## config.mk

```make
export PLATFORM = sky130hd
export DESIGN_NAME = grid_rectangle_first_fit_allocator_flat
export DESIGN_NICKNAME = d
export VERILOG_FILES = /design/src/sv/grfa_pkg.sv /design/src/sv/grfa_if.sv /design/src/sv/grfa_engine.sv /design/src/sv/grid_rectangle_first_fit_allocator.sv /design/src/flat_wrapper.sv
export SDC_FILE = /design/constraint.sdc
export NUM_CORES = 2
export LEC_CHECK = 0
export BUFFER_PORTS_ARGS = -buffer_cell sky130_fd_sc_hd__buf_2
export CORE_UTILIZATION = 60
export CTS_CLUSTER_DIAMETER = 80
export CTS_CLUSTER_SIZE = 28
export DETAILED_ROUTE_END_ITERATION = 16
export PLACE_DENSITY_LB_ADDON = 0.25
export SYNTH_ARGS = -nofsm -noshare
export SYNTH_HDL_FRONTEND = slang
export SYNTH_HIERARCHICAL = 1
export SYNTH_SLANG_ARGS = --single-unit
```

## constraint.sdc

```tcl
create_clock -name clk -period 6.94 [get_ports clk]
set_input_delay 0 -clock clk [delete_from_list [all_inputs] [get_ports clk]]
set_output_delay 0 -clock clk [all_outputs]
set_load 0.01 [all_outputs]
```

## src/sv/grfa_pkg.sv

```systemverilog
package grfa_pkg;

  // Default sizes of the grid store
  localparam int DEF_MAX_COLUMNS = 16;
  localparam int DEF_MAX_ROWS    = 16;
  localparam int DEF_ID_BITS     = 8;

  // Fixed field widths of the request and result channels
  localparam int ID_FIELD_W  = 8;
  localparam int SIZE_W      = 5;
  localparam int SLOT_W      = 8;
  localparam int COUNT_W     = 9;
  localparam int REG_W       = 5;
  localparam int CFG_INDEX_W = 1;

  // Configuration register indexes and reset values
  localparam logic [CFG_INDEX_W-1:0] REG_GRID_COLUMNS = 1'b0;
  localparam logic [CFG_INDEX_W-1:0] REG_GRID_ROWS    = 1'b1;
  localparam logic [REG_W-1:0]       GRID_COLUMNS_RESET = 5'd8;
  localparam logic [REG_W-1:0]       GRID_ROWS_RESET    = 5'd8;

  // Request kinds
  localparam logic KIND_PLACE  = 1'b0;
  localparam logic KIND_REMOVE = 1'b1;

  typedef enum logic [3:0] {
    ST_CLEAR,
    ST_IDLE,
    ST_PLACE_POS,
    ST_PLACE_READ,
    ST_PLACE_CHECK,
    ST_PLACE_FILL,
    ST_REMOVE_READ,
    ST_REMOVE_CHECK,
    ST_DONE
  } grfa_state_t;

  typedef struct packed {
    logic                  kind;
    logic [ID_FIELD_W-1:0] item_id;
    logic [SIZE_W-1:0]     item_width;
    logic [SIZE_W-1:0]     item_height;
  } grfa_request_t;

  typedef struct packed {
    logic               placed;
    logic [SLOT_W-1:0]  slot_index;
    logic [COUNT_W-1:0] cells_cleared;
  } grfa_result_t;

endpackage

```

## src/sv/grfa_if.sv

```systemverilog
// Request channel: one place or remove request
interface grfa_req_if;
  logic                            valid;
  logic                            ready;
  logic                            kind;
  logic [grfa_pkg::ID_FIELD_W-1:0] item_id;
  logic [grfa_pkg::SIZE_W-1:0]     item_width;
  logic [grfa_pkg::SIZE_W-1:0]     item_height;

  modport source (output valid, kind, item_id, item_width, item_height, input ready);
  modport sink   (input valid, kind, item_id, item_width, item_height, output ready);
endinterface

// Result channel: one result per request
interface grfa_rsp_if;
  logic                         valid;
  logic                         ready;
  logic                         placed;
  logic [grfa_pkg::SLOT_W-1:0]  slot_index;
  logic [grfa_pkg::COUNT_W-1:0] cells_cleared;

  modport source (output valid, placed, slot_index, cells_cleared, input ready);
  modport sink   (input valid, placed, slot_index, cells_cleared, output ready);
endinterface

```

## src/sv/grfa_engine.sv

```systemverilog
module grfa_engine #(
  parameter int MAX_COLUMNS = grfa_pkg::DEF_MAX_COLUMNS,
  parameter int MAX_ROWS    = grfa_pkg::DEF_MAX_ROWS,
  parameter int ID_BITS     = grfa_pkg::DEF_ID_BITS
) (
  input  logic                              clk,
  input  logic                              rst,
  input  logic                              start,
  input  grfa_pkg::grfa_request_t           request,
  input  logic [$clog2(MAX_COLUMNS+1)-1:0]  cols,
  input  logic [$clog2(MAX_ROWS+1)-1:0]     rows,
  output logic                              idle,
  output logic                              res_valid,
  input  logic                              res_take,
  output grfa_pkg::grfa_result_t            result
);
  import grfa_pkg::*;

  localparam int CELLS  = MAX_COLUMNS * MAX_ROWS;
  localparam int ADDR_W = (CELLS > 1) ? $clog2(CELLS) : 1;
  localparam int XW     = $clog2(MAX_COLUMNS + 1);
  localparam int YW     = $clog2(MAX_ROWS + 1);
  localparam int PW     = XW + YW;
  localparam int CMP_W  =
    $clog2(((MAX_COLUMNS > MAX_ROWS) ? MAX_COLUMNS : MAX_ROWS) + 32) + 1;
  localparam logic [ADDR_W-1:0] LAST_CELL = ADDR_W'(CELLS - 1);

  grfa_state_t state, state_next;

  logic [XW-1:0]      cx, cx_next;
  logic [YW-1:0]      cy, cy_next;
  logic [SIZE_W-1:0]  ox, ox_next;
  logic [SIZE_W-1:0]  oy, oy_next;
  logic [ID_BITS-1:0] id, id_next;
  logic [SIZE_W-1:0]  w, w_next;
  logic [SIZE_W-1:0]  h, h_next;
  logic [ADDR_W-1:0]  clr_addr, clr_addr_next;
  logic [COUNT_W-1:0] cleared, cleared_next;
  grfa_result_t       res, res_next;

  // Grid store and its port
  logic [ID_BITS-1:0] grid [CELLS];
  logic [ID_BITS-1:0] rd_data;
  logic               mem_we;
  logic               mem_re;
  logic [ID_BITS-1:0] mem_wdata;
  logic [ADDR_W-1:0]  mem_addr;

  // Shared address unit: (cy + oy) * cols + (cx + ox)
  logic [YW-1:0]      a_row;
  logic [XW-1:0]      a_col;
  logic [PW-1:0]      a_full;
  logic [ID_BITS-1:0] req_id;

  assign a_row  = cy + YW'(oy);
  assign a_col  = cx + XW'(ox);
  assign a_full = PW'(a_row) * PW'(cols) + PW'(a_col);
  assign req_id = ID_BITS'(request.item_id);

  assign mem_addr = (state == ST_CLEAR) ? clr_addr : ADDR_W'(a_full);

  always_ff @(posedge clk) begin
    if (mem_we) grid[mem_addr] <= mem_wdata;
    if (mem_re) rd_data <= grid[mem_addr];
  end

  // State and datapath registers
  always_ff @(posedge clk) begin
    if (rst) begin
      state    <= ST_CLEAR;
      clr_addr <= '0;
    end else begin
      state    <= state_next;
      clr_addr <= clr_addr_next;
    end
    cx      <= cx_next;
    cy      <= cy_next;
    ox      <= ox_next;
    oy      <= oy_next;
    id      <= id_next;
    w       <= w_next;
    h       <= h_next;
    cleared <= cleared_next;
    res     <= res_next;
  end

  // Sequencer
  always_comb begin
    state_next    = state;
    cx_next       = cx;
    cy_next       = cy;
    ox_next       = ox;
    oy_next       = oy;
    id_next       = id;
    w_next        = w;
    h_next        = h;
    clr_addr_next = clr_addr;
    cleared_next  = cleared;
    res_next      = res;
    mem_we        = 1'b0;
    mem_re        = 1'b0;
    mem_wdata     = '0;
    idle          = 1'b0;
    res_valid     = 1'b0;

    unique case (state)
      // sweep the grid to zero after reset
      ST_CLEAR: begin
        mem_we        = 1'b1;
        clr_addr_next = clr_addr + ADDR_W'(1);
        if (clr_addr == LAST_CELL) begin
          state_next = ST_IDLE;
        end
      end

      ST_IDLE: begin
        idle = 1'b1;
        if (start) begin
          id_next      = req_id;
          w_next       = request.item_width;
          h_next       = request.item_height;
          cx_next      = '0;
          cy_next      = '0;
          ox_next      = '0;
          oy_next      = '0;
          cleared_next = '0;
          res_next     = '0;
          if (request.kind == KIND_REMOVE) begin
            if (req_id == '0 || cols == '0 || rows == '0) state_next = ST_DONE;
            else state_next = ST_REMOVE_READ;
          end else begin
            if (req_id == '0 || request.item_width == '0 || request.item_height == '0 ||
                cols == '0 || rows == '0) state_next = ST_DONE;
            else state_next = ST_PLACE_POS;
          end
        end
      end

      // bounds of the candidate top-left cell
      ST_PLACE_POS: begin
        ox_next = '0;
        oy_next = '0;
        if (CMP_W'(cy) + CMP_W'(h) > CMP_W'(rows)) begin
          res_next   = '0;
          state_next = ST_DONE;
        end else if (CMP_W'(cx) + CMP_W'(w) > CMP_W'(cols)) begin
          cx_next = '0;
          cy_next = cy + YW'(1);
        end else begin
          state_next = ST_PLACE_READ;
        end
      end

      ST_PLACE_READ: begin
        mem_re     = 1'b1;
        state_next = ST_PLACE_CHECK;
      end

      // a busy cell rules out every candidate up to its column on this row
      ST_PLACE_CHECK: begin
        if (rd_data != '0) begin
          cx_next    = a_col + XW'(1);
          state_next = ST_PLACE_POS;
        end else if (ox + SIZE_W'(1) != w) begin
          ox_next    = ox + SIZE_W'(1);
          state_next = ST_PLACE_READ;
        end else if (oy + SIZE_W'(1) != h) begin
          ox_next    = '0;
          oy_next    = oy + SIZE_W'(1);
          state_next = ST_PLACE_READ;
        end else begin
          ox_next    = '0;
          oy_next    = '0;
          state_next = ST_PLACE_FILL;
        end
      end

      // write the id over the rectangle, one cell a cycle
      ST_PLACE_FILL: begin
        mem_we    = 1'b1;
        mem_wdata = id;
        if (ox == '0 && oy == '0) begin
          res_next.slot_index = SLOT_W'(a_full);
        end
        if (ox + SIZE_W'(1) != w) begin
          ox_next = ox + SIZE_W'(1);
        end else begin
          ox_next = '0;
          if (oy + SIZE_W'(1) != h) begin
            oy_next = oy + SIZE_W'(1);
          end else begin
            res_next.placed = 1'b1;
            state_next      = ST_DONE;
          end
        end
      end

      ST_REMOVE_READ: begin
        mem_re     = 1'b1;
        state_next = ST_REMOVE_CHECK;
      end

      // free a matching cell and step through the grid in row-major order
      ST_REMOVE_CHECK: begin
        if (rd_data == id) begin
          mem_we       = 1'b1;
          cleared_next = cleared + COUNT_W'(1);
        end
        state_next = ST_REMOVE_READ;
        if (cx + XW'(1) == cols) begin
          cx_next = '0;
          if (cy + YW'(1) == rows) begin
            state_next = ST_DONE;
          end else begin
            cy_next = cy + YW'(1);
          end
        end else begin
          cx_next = cx + XW'(1);
        end
        res_next.cells_cleared = cleared_next;
      end

      ST_DONE: begin
        res_valid = 1'b1;
        if (res_take) state_next = ST_IDLE;
      end

      default: state_next = ST_CLEAR;
    endcase
  end

  assign result = res;

endmodule

```

## src/sv/grid_rectangle_first_fit_allocator.sv

```systemverilog
// Channel  Dir  Payload                                         Handshake
// req      in   kind, item_id, item_width, item_height          valid/ready
// rsp      out  placed, slot_index, cells_cleared               valid/ready
// cfg      in   cfg_index (0 columns, 1 rows), cfg_data         cfg_we only
//
// After reset the grid store is swept to zero, all MAX_COLUMNS * MAX_ROWS cells
// (256 by default), and req.ready stays low meanwhile.
// One request at a time; cost is set by the single-port grid store and the
// shared address multiplier: a place reads each cell checked, steps through the
// candidates and then writes width * height cells; a remove reads all columns *
// rows cells; a rejected request goes straight to its result. A result waits in
// the output register while the next request is taken; the engine stalls only
// if that register is full.
module grid_rectangle_first_fit_allocator #(
  parameter int MAX_COLUMNS = grfa_pkg::DEF_MAX_COLUMNS,
  parameter int MAX_ROWS    = grfa_pkg::DEF_MAX_ROWS,
  parameter int ID_BITS     = grfa_pkg::DEF_ID_BITS
) (
  input  logic                             clk,
  input  logic                             rst,
  grfa_req_if.sink                         req,
  grfa_rsp_if.source                       rsp,
  input  logic                             cfg_we,
  input  logic [grfa_pkg::CFG_INDEX_W-1:0] cfg_index,
  input  logic [grfa_pkg::REG_W-1:0]       cfg_data
);
  import grfa_pkg::*;

  localparam int XW = $clog2(MAX_COLUMNS + 1);
  localparam int YW = $clog2(MAX_ROWS + 1);

  logic [REG_W-1:0] grid_columns;
  logic [REG_W-1:0] grid_rows;
  logic [XW-1:0]    cols;
  logic [YW-1:0]    rows;

  grfa_request_t request;
  grfa_result_t  eng_result;
  grfa_result_t  out_res;
  logic          eng_idle;
  logic          eng_valid;
  logic          eng_take;
  logic          out_valid;

  // Configuration registers
  always_ff @(posedge clk) begin
    if (rst) begin
      grid_columns <= GRID_COLUMNS_RESET;
      grid_rows    <= GRID_ROWS_RESET;
    end else if (cfg_we) begin
      unique case (cfg_index)
        REG_GRID_COLUMNS: grid_columns <= cfg_data;
        REG_GRID_ROWS:    grid_rows    <= cfg_data;
        default: ;
      endcase
    end
  end

  // Shape in use, saturated to the store size
  assign cols = (32'(grid_columns) > MAX_COLUMNS) ? XW'(MAX_COLUMNS) : XW'(grid_columns);
  assign rows = (32'(grid_rows) > MAX_ROWS) ? YW'(MAX_ROWS) : YW'(grid_rows);

  assign request.kind        = req.kind;
  assign request.item_id     = req.item_id;
  assign request.item_width  = req.item_width;
  assign request.item_height = req.item_height;
  assign req.ready           = eng_idle;

  grfa_engine #(
    .MAX_COLUMNS (MAX_COLUMNS),
    .MAX_ROWS    (MAX_ROWS),
    .ID_BITS     (ID_BITS)
  ) u_engine (
    .clk       (clk),
    .rst       (rst),
    .start     (req.valid && eng_idle),
    .request   (request),
    .cols      (cols),
    .rows      (rows),
    .idle      (eng_idle),
    .res_valid (eng_valid),
    .res_take  (eng_take),
    .result    (eng_result)
  );

  // Output register
  assign eng_take = eng_valid && (!out_valid || rsp.ready);

  always_ff @(posedge clk) begin
    if (rst) begin
      out_valid <= 1'b0;
    end else if (eng_take) begin
      out_valid <= 1'b1;
    end else if (rsp.ready) begin
      out_valid <= 1'b0;
    end
    if (eng_take) out_res <= eng_result;
  end

  assign rsp.valid         = out_valid;
  assign rsp.placed        = out_res.placed;
  assign rsp.slot_index    = out_res.slot_index;
  assign rsp.cells_cleared = out_res.cells_cleared;

endmodule

```

## src/flat_wrapper.sv

```systemverilog
// flat-port wrapper written by rule: the top's interface ports become plain ports
module grid_rectangle_first_fit_allocator_flat import grfa_pkg::*;
#(
  parameter int MAX_COLUMNS = grfa_pkg::DEF_MAX_COLUMNS,
  parameter int MAX_ROWS    = grfa_pkg::DEF_MAX_ROWS,
  parameter int ID_BITS     = grfa_pkg::DEF_ID_BITS
)
  (clk, rst, cfg_we, cfg_index, cfg_data, req_valid, req_kind, req_item_id, req_item_width, req_item_height, req_ready, rsp_valid, rsp_placed, rsp_slot_index, rsp_cells_cleared, rsp_ready);
  grfa_req_if req_i ();
  grfa_rsp_if rsp_i ();
  input  logic clk;
  input  logic rst;
  input  logic cfg_we;
  input  logic [grfa_pkg::CFG_INDEX_W-1:0] cfg_index;
  input  logic [grfa_pkg::REG_W-1:0] cfg_data;
  input wire logic [$bits(req_i.valid)-1:0] req_valid;
  input wire logic [$bits(req_i.kind)-1:0] req_kind;
  input wire logic [$bits(req_i.item_id)-1:0] req_item_id;
  input wire logic [$bits(req_i.item_width)-1:0] req_item_width;
  input wire logic [$bits(req_i.item_height)-1:0] req_item_height;
  output wire logic [$bits(req_i.ready)-1:0] req_ready;
  output wire logic [$bits(rsp_i.valid)-1:0] rsp_valid;
  output wire logic [$bits(rsp_i.placed)-1:0] rsp_placed;
  output wire logic [$bits(rsp_i.slot_index)-1:0] rsp_slot_index;
  output wire logic [$bits(rsp_i.cells_cleared)-1:0] rsp_cells_cleared;
  input wire logic [$bits(rsp_i.ready)-1:0] rsp_ready;
  assign req_i.valid = req_valid;
  assign req_i.kind = req_kind;
  assign req_i.item_id = req_item_id;
  assign req_i.item_width = req_item_width;
  assign req_i.item_height = req_item_height;
  assign req_ready = req_i.ready;
  assign rsp_valid = rsp_i.valid;
  assign rsp_placed = rsp_i.placed;
  assign rsp_slot_index = rsp_i.slot_index;
  assign rsp_cells_cleared = rsp_i.cells_cleared;
  assign rsp_i.ready = rsp_ready;
  grid_rectangle_first_fit_allocator #(.MAX_COLUMNS(MAX_COLUMNS), .MAX_ROWS(MAX_ROWS), .ID_BITS(ID_BITS)) u_core (.clk(clk), .rst(rst), .req(req_i), .rsp(rsp_i), .cfg_we(cfg_we), .cfg_index(cfg_index), .cfg_data(cfg_data));
endmodule
```

### Word-level counts from Yosys, hierarchy flattened

Memories as Yosys holds them, arrays and structs flattened. A register that Yosys moved wholly into a read port is not among the register bits.
Index checks and enable logic that the tools add are counted.

* memories: 1
* memory bits (writable): 2048
* bits in registers: 106
* input port bits: 30

* $add $sub $neg: 12
* multipliers: 1
* multiplexer cells: 59
* reductions and logical operators: 40
* bitwise logic cells: 1
* $lt $le $gt $ge: 4
* equal/unequal tests: 30

Memories
* u_core.u_engine.grid: depth 256, bits a word 8, rd ports 1, clocked after memory_dff 1, write ports 1, RTL line grfa_engine.sv:42 `logic [ID_BITS-1:0] grid [CELLS];`

Operators by type and width (number)
* $mux W5: 18
* $pmux W5 S4: 3
* $pmux W9 S3: 2
* $mux W4: 12
* $mux W18: 2
* $pmux W4 S9: 1
* $logic_not A5 Y1: 6
* $ne A2 B2 Y1 const B: 13
* $add A5 B1 Y5 const B: 5
* $mux W8: 3
* $mux W9: 2
* $pmux W9 S2: 1
* $reduce_and A6 Y1: 3
* $eq A4 B3 Y1 const B: 4
* $pmux W5 S3: 1
* $add A5 B5 Y6: 2
* $gt A6 B5 Y1: 2
* $add A5 B5 Y5: 2
* $eq A5 B5 Y1: 2
* $gt A5 B5 Y1 const B: 2
* $mux W1: 10
* $ne A5 B5 Y1: 2
* $reduce_and A5 Y1: 2
* $add A9 B1 Y9 const B: 1
* 26 further kinds: 46

### Logic depth before layout (Yosys ltp)

* depth in word-level cells: 9
* depth in mapped cells: 24
* gate-level depth less buffers: 23

### Cells and area by module

The synthesis kept the hierarchy.

Modules (own cells, without submodules)
* grfa_engine: sequential area each 63931.3 µm², cells an instance 6002, area an instance 86634.3 µm², times used 1
* grid_rectangle_first_fit_allocator: sequential area each 760.7 µm², cells an instance 74, area an instance 1084.8 µm², times used 1

### Least setup slack after synthesis

OpenSTA, ideal clock, no wires.

* kind: flip-flop to flip-flop
* start: register u_core.u_engine.cy[0]
* end: memory u_core/u_engine/grid[197][0] (netlist name) (enable)
* period minus slack after synthesis: 6.156 ns
* data required time: 6.570 ns
* setup slack: 0.784 ns
* cell stages (with the launch flop): 25
* arrival time: 5.786 ns
* path through: edfxtp_1 > ha_1 > inv_1 > fa_1 > nand2b_1 > a21oi_1 > xnor2_1 > nand2_1 > fa_1 > inv_1 > fa_1 > inv_1 > fa_1 > inv_1 > ha_1 > o21a_1 > nand2_1 > a21oi_1 > xnor3_1 > a21o_1 > buf_2 > nor2_1 > nand2_1 > clkbuf_1 > nor2_1

* word-level cells in the longest chain between the ends: 4

Ends and longest elaborated chain
* start, declared: RTL line grfa_engine.sv:31 `logic [YW-1:0] cy, cy_next;`
* start signal, assigned: RTL line grfa_engine.sv:77 `cy <= cy_next;`
* $add A5 B5 Y5: RTL line grfa_engine.sv:55 `assign a_row = cy + YW'(oy);`
* $mul A5 B5 Y8: RTL line grfa_engine.sv:57 `assign a_full = PW'(a_row) * PW'(cols) + PW'(a_col);`
* $add A8 B5 Y8: RTL line grfa_engine.sv:57
* $mux W8: RTL line grfa_engine.sv:60 `assign mem_addr = (state == ST_CLEAR) ? clr_addr : ADDR_W'(a_full);`
* end, declared: RTL line grfa_engine.sv:42

Every way passes these cells.

### Worst setup path in the final report

* start: register u_core.u_engine.cy[0]
* end: register u_core.u_engine.rd_data[4], read port of u_core.u_engine.grid, data pin

* word-level cells in the longest chain between the ends: 4

Ends and longest elaborated chain
* $add A5 B5 Y5: RTL line grfa_engine.sv:55
* $mul A5 B5 Y8: RTL line grfa_engine.sv:57
* $add A8 B5 Y8: RTL line grfa_engine.sv:57
* $mux W8: RTL line grfa_engine.sv:60
* end, declared: RTL line grfa_engine.sv:43 `logic [ID_BITS-1:0] rd_data;`

Every way passes these cells.
A chain may end at the register's enable or synchronous reset.

==> flow_metrics.py <==
metrics = {
    "global_routing": {
        "antenna_found_initial": 14,
        "grt_overflow": 0,
        "grt_max_degree": 191,
        "grt_pass1_vias": 54490,
        "grt_pass1_wl_um": 393000,
        "grt_usage_pct": 37.70,
    },
    "setup_path": {
        "crit_chain": "ha_1 -> inv_1 -> fa_1 -> nand2b_1 -> a21oi_1 -> xnor2_1 -> nand2_1 -> fa_1 -> inv_1 -> fa_1 -> inv_1 -> fa_1 -> inv_1 -> ha_1 -> nor2_1 -> o21bai_1 -> nand2_1 -> o21ai_2 -> nand2_1 -> buf_4 -> a21oi_1 -> nor4_1 -> o211ai_1",
        "worst_ep_required_time_ns": 7.56,
        "cp.depth": 23,
        "critical_path.top_delay_family": "adder cells",
        "crit_type": "reg2reg",
        "start_kind": "flip-flop",
        "slowest_stage": "o21ai_2",
        "slowest_delay_ns": 0.94,
        "cp.arrival_ns": 7.48,
        "r2r_slack_ns": 0.09,
        "timing.rr.end": "u_core/u_engine/rd_data[4]",
        "reg2regPathDepth": 23,
        "crit_end": "u_core/u_engine/rd_data[4]",
        "cp-end-kind": "flip-flop",
        "crit_start": "u_core/u_engine/cy[0]",
        "crit_buf_inv": 5,
        "r2r-start": "u_core/u_engine/cy[0]",
        "crit_path_max_fanout": 9,
    },
    "cells_and_area": {
        "area_delta_synth_final_pct": 11.06,
        "drive_above_1_share_pct": 14.53,
        "utilization_pct": 67.49,
        "fin_nets": 6633,
        "final_cell_area_um2": 97420,
        "ff_latch_area_um2": 64690,
        "fill_cells": 9903,
        "multi_input_area_um2": 21130,
        "stdcell_count": 8500,
    },
    "place": {
        "placed_cells": 8281,
        "numPortBuffers": 49,
        "place_hpwl_um": 179600,
        "gp_congestion": 0.9975,
        "dp_slack_ns": 0.08550,
        "place_area_um2": 93870,
    },
    "flow_run": {
        "cap_violations": 0,
    },
    "yosys": {
        "syn_avg_cell_area_um2": 14.44,
        "yosys_warnings": 6,
        "synth_seq_cells": 2162,
        "netlist_area_um2": 87720,
        "synth_edf_count": 2139,
        "ys_async_sr_fraction_pct": 0,
        "synthDistinctLibCells": 89,
        "synth_nets": 6173,
        "syn_inst": 6076,
        "synthFlopType": "edfxtp_1",
        "ys_seq_area_share_pct": 73.75,
    },
    "floorplan": {
        "initial_core_util_pct": 60.77,
        "die_h_um": 384.4,
        "core_um2": 144400,
        "ios": 50,
        "rows": 139,
        "dieWidth_um": 384.4,
        "die-area_um2": 147700,
    },
    "drt": {
        "via_per_inst": 6.795,
        "drt-total-wl_um": 278800,
        "vias": 57760,
        "wl_per_cell_um": 32.80,
        "ant_nets": 0,
        "dr.pass1.iters": 6,
        "drc": 0,
        "drt_iter0_markers": 9700,
    },
    "sta": {
        "hold_violations": 0,
        "hold_ws_ns": 0.03462,
        "tightest_slew_ns": 1.338,
        "fin_crit_sh_pct": 98.74,
        "fin_tns_setup_ns": 0,
        "period_needed_ns": 6.852,
        "clock.fmax_ghz": 0.1459,
        "slew_headroom_pct": 9.007,
        "drv_slew": 0,
        "fin_skew_ns": 0.04584,
        "fin_ws_ns": 0.08762,
        "setup_viol": 0,
        "rsz0062_at_grt": "true",
    },
    "worst_hold_path": {
        "min_path_type": "in2reg",
        "min-delay-start": "req_item_id[0]",
    },
    "clocking": {
        "root_buffer": "clkbuf_16",
        "clk-insertion-delay-late_ns": 0.78,
        "clk_path_buf_depth": 3,
        "path_clk_slew_ns": 0.11,
        "clkSinkCount": 2162,
        "cts.htree.levels": 3,
        "cts_made_buffers": 95,
        "cts_tree": "yes",
    },
    "power": {
        "ir_drop_mv": 0.3915,
        "p_per_area_nw_per_um2": 386.6,
        "p_leak_nw": 30.60,
        "total_power_mw": 37.66,
    },
    "run_status": {
        "status": "complete, no violations",
    },
}
-- cell usage after synthesis (all sizes together) (6+ instances only) --
cell type / count / area, µm²
a221oi: 38 / 332.8
nor4: 12 / 90.09
ha: 50 / 625.6
nor2b: 18 / 120.1
nor2: 374 / 1451
xor2: 27 / 236.5
edfxtp: 2139 / 64230
o211ai: 14 / 105.1
nor3: 31 / 155.2
and2: 25 / 158.9
or4: 11 / 82.58
nand3: 360 / 1802
xnor2: 45 / 394.1
a22o: 6 / 52.55
o21ai: 57 / 285.3
inv: 51 / 191.4
a31oi: 109 / 681.9
fa: 17 / 340.3
o311ai: 6 / 52.56
and3: 24 / 150.1
buf: 289 / 1660
a211oi: 15 / 112.6
a32oi: 168 / 1471
a21oi: 178 / 909.6
o21a: 7 / 52.55
clkbuf: 74 / 277.8
dfxtp: 23 / 460.4
mux2i: 208 / 2090
nand2b: 25 / 163.9
a22oi: 43 / 322.8
a21o: 12 / 98.84
mux4: 85 / 1914
mux2: 7 / 82.57
nand2: 1303 / 4893
o2111ai: 10 / 87.58
a311oi: 7 / 61.31
o22ai: 27 / 168.9
nand4: 119 / 744.5
-- cell families after synthesis --
family          share of synthesized area [%]
flops                                   73.75
fa+ha+maj                               1.101
xor+xnor                               0.8530
compound gates                          5.841
simple gates                            11.37
buf+inv                                 2.428
mux                                     4.659
-- what timing repair did --
| item | 4_1_cts | 5_1_grt |
|---|---|---|
| resized for setup | 0 | 15 |
| setup endpoints to repair | 0 | 313 |
| buffers inserted | 0 | 5 |
| endpoints found under the hold margin | 41 | 0 |
| hold buffers | 56 | 0 |
-- power breakdown --
| group | leakage (nW) | internal (mW) | switching (mW) |
|---|---|---|---|
| clock network | 1.40 | 2.73 | 4.04 |
| registers | 15.5 | 14.4 | 0.101 |
| logic | 13.7 | 4.84 | 11.6 |
-- flip-flops by register name (all words and copies together), names as in the netlist, 8 cells and up --
| name | flops |
|---|---|
| u_core/u_engine/cleared | 9 |
| u_core/u_engine/rd_data | 8 |
| u_core/u_engine/grid | 2048 |
| u_core/rsp.slot_index | 8 |
| u_core/u_engine/result | 18 |
| u_core/u_engine/clr_addr | 8 |
| u_core/rsp.cells_cleared | 9 |
| u_core/u_engine/id | 8 |
-- final cells by class --
cell class	instances	share of cell area [%]
antenna	11	0.02825
tap	1903	2.444
inverter	51	0.1965
clock buffer	110	2.508
timing repair buffer	726	6.301
clock inverter	37	0.4367
sequential	2162	66.40
multi-input combinational	3500	21.68
-- cell usage in the layout (no fill, tap or decap), types with 9 or more instances in the layout --
cell type / netlist / final
inv_1: 51 / 51
a22oi_1: 43 / 43
dfxtp_1: 23 / 23
o22ai_1: 27 / 27
buf_2: 199 / 49
diode_2: 0 / 11
fa_1: 17 / 17
clkbuf_1: 74 / 14
buf_12: 0 / 53
nor3_1: 31 / 31
buf_4: 45 / 567
nand2b_1: 24 / 24
nor4_1: 11 / 11
nand2_1: 1302 / 1298
xnor2_1: 45 / 44
and2_4: 1 / 9
nand3_1: 360 / 360
ha_1: 50 / 50
edfxtp_1: 2139 / 2139
a21oi_1: 175 / 169
mux2i_1: 206 / 202
o21ai_0: 53 / 50
dlygate4sd3_1: 0 / 56
nor2_1: 363 / 356
nor2b_1: 17 / 17
o211ai_1: 14 / 14
a211oi_1: 15 / 15
a32oi_1: 168 / 168
and3_1: 24 / 24
nor2_4: 4 / 15
clkbuf_16: 0 / 95
mux4_2: 85 / 85
a31oi_1: 109 / 108
or4_1: 11 / 11
nand4_1: 119 / 119
a221oi_1: 38 / 38
and2_1: 24 / 15
o2111ai_1: 10 / 10
xor2_1: 27 / 27
-- metal layers --
layer | vias to the layer above | GRT usage (%) | part of all wire, %
met2 | 4643 | 55.41 | 44
met5 | - | 0 | 0.043
met3 | 829 | 11.91 | 15
met4 | 18 | 19.54 | 6.4
met1 | 28470 | 50.81 | 35
li1 | 23800 | - | -
-- how the worst min path moves through the flow --
stage | to | depth (start not counted)
floorplan | u_core/u_engine/clr_addr[7] | 1
global placement | u_core/u_engine/w[2] | 1
detailed placement | u_core/u_engine/w[2] | 1
CTS | u_core/u_engine/id[0] | 2
global route | u_core/u_engine/id[0] | 2
finish | u_core/u_engine/id[0] | 2
No activity file was read; power rests on OpenSTA's default activity.
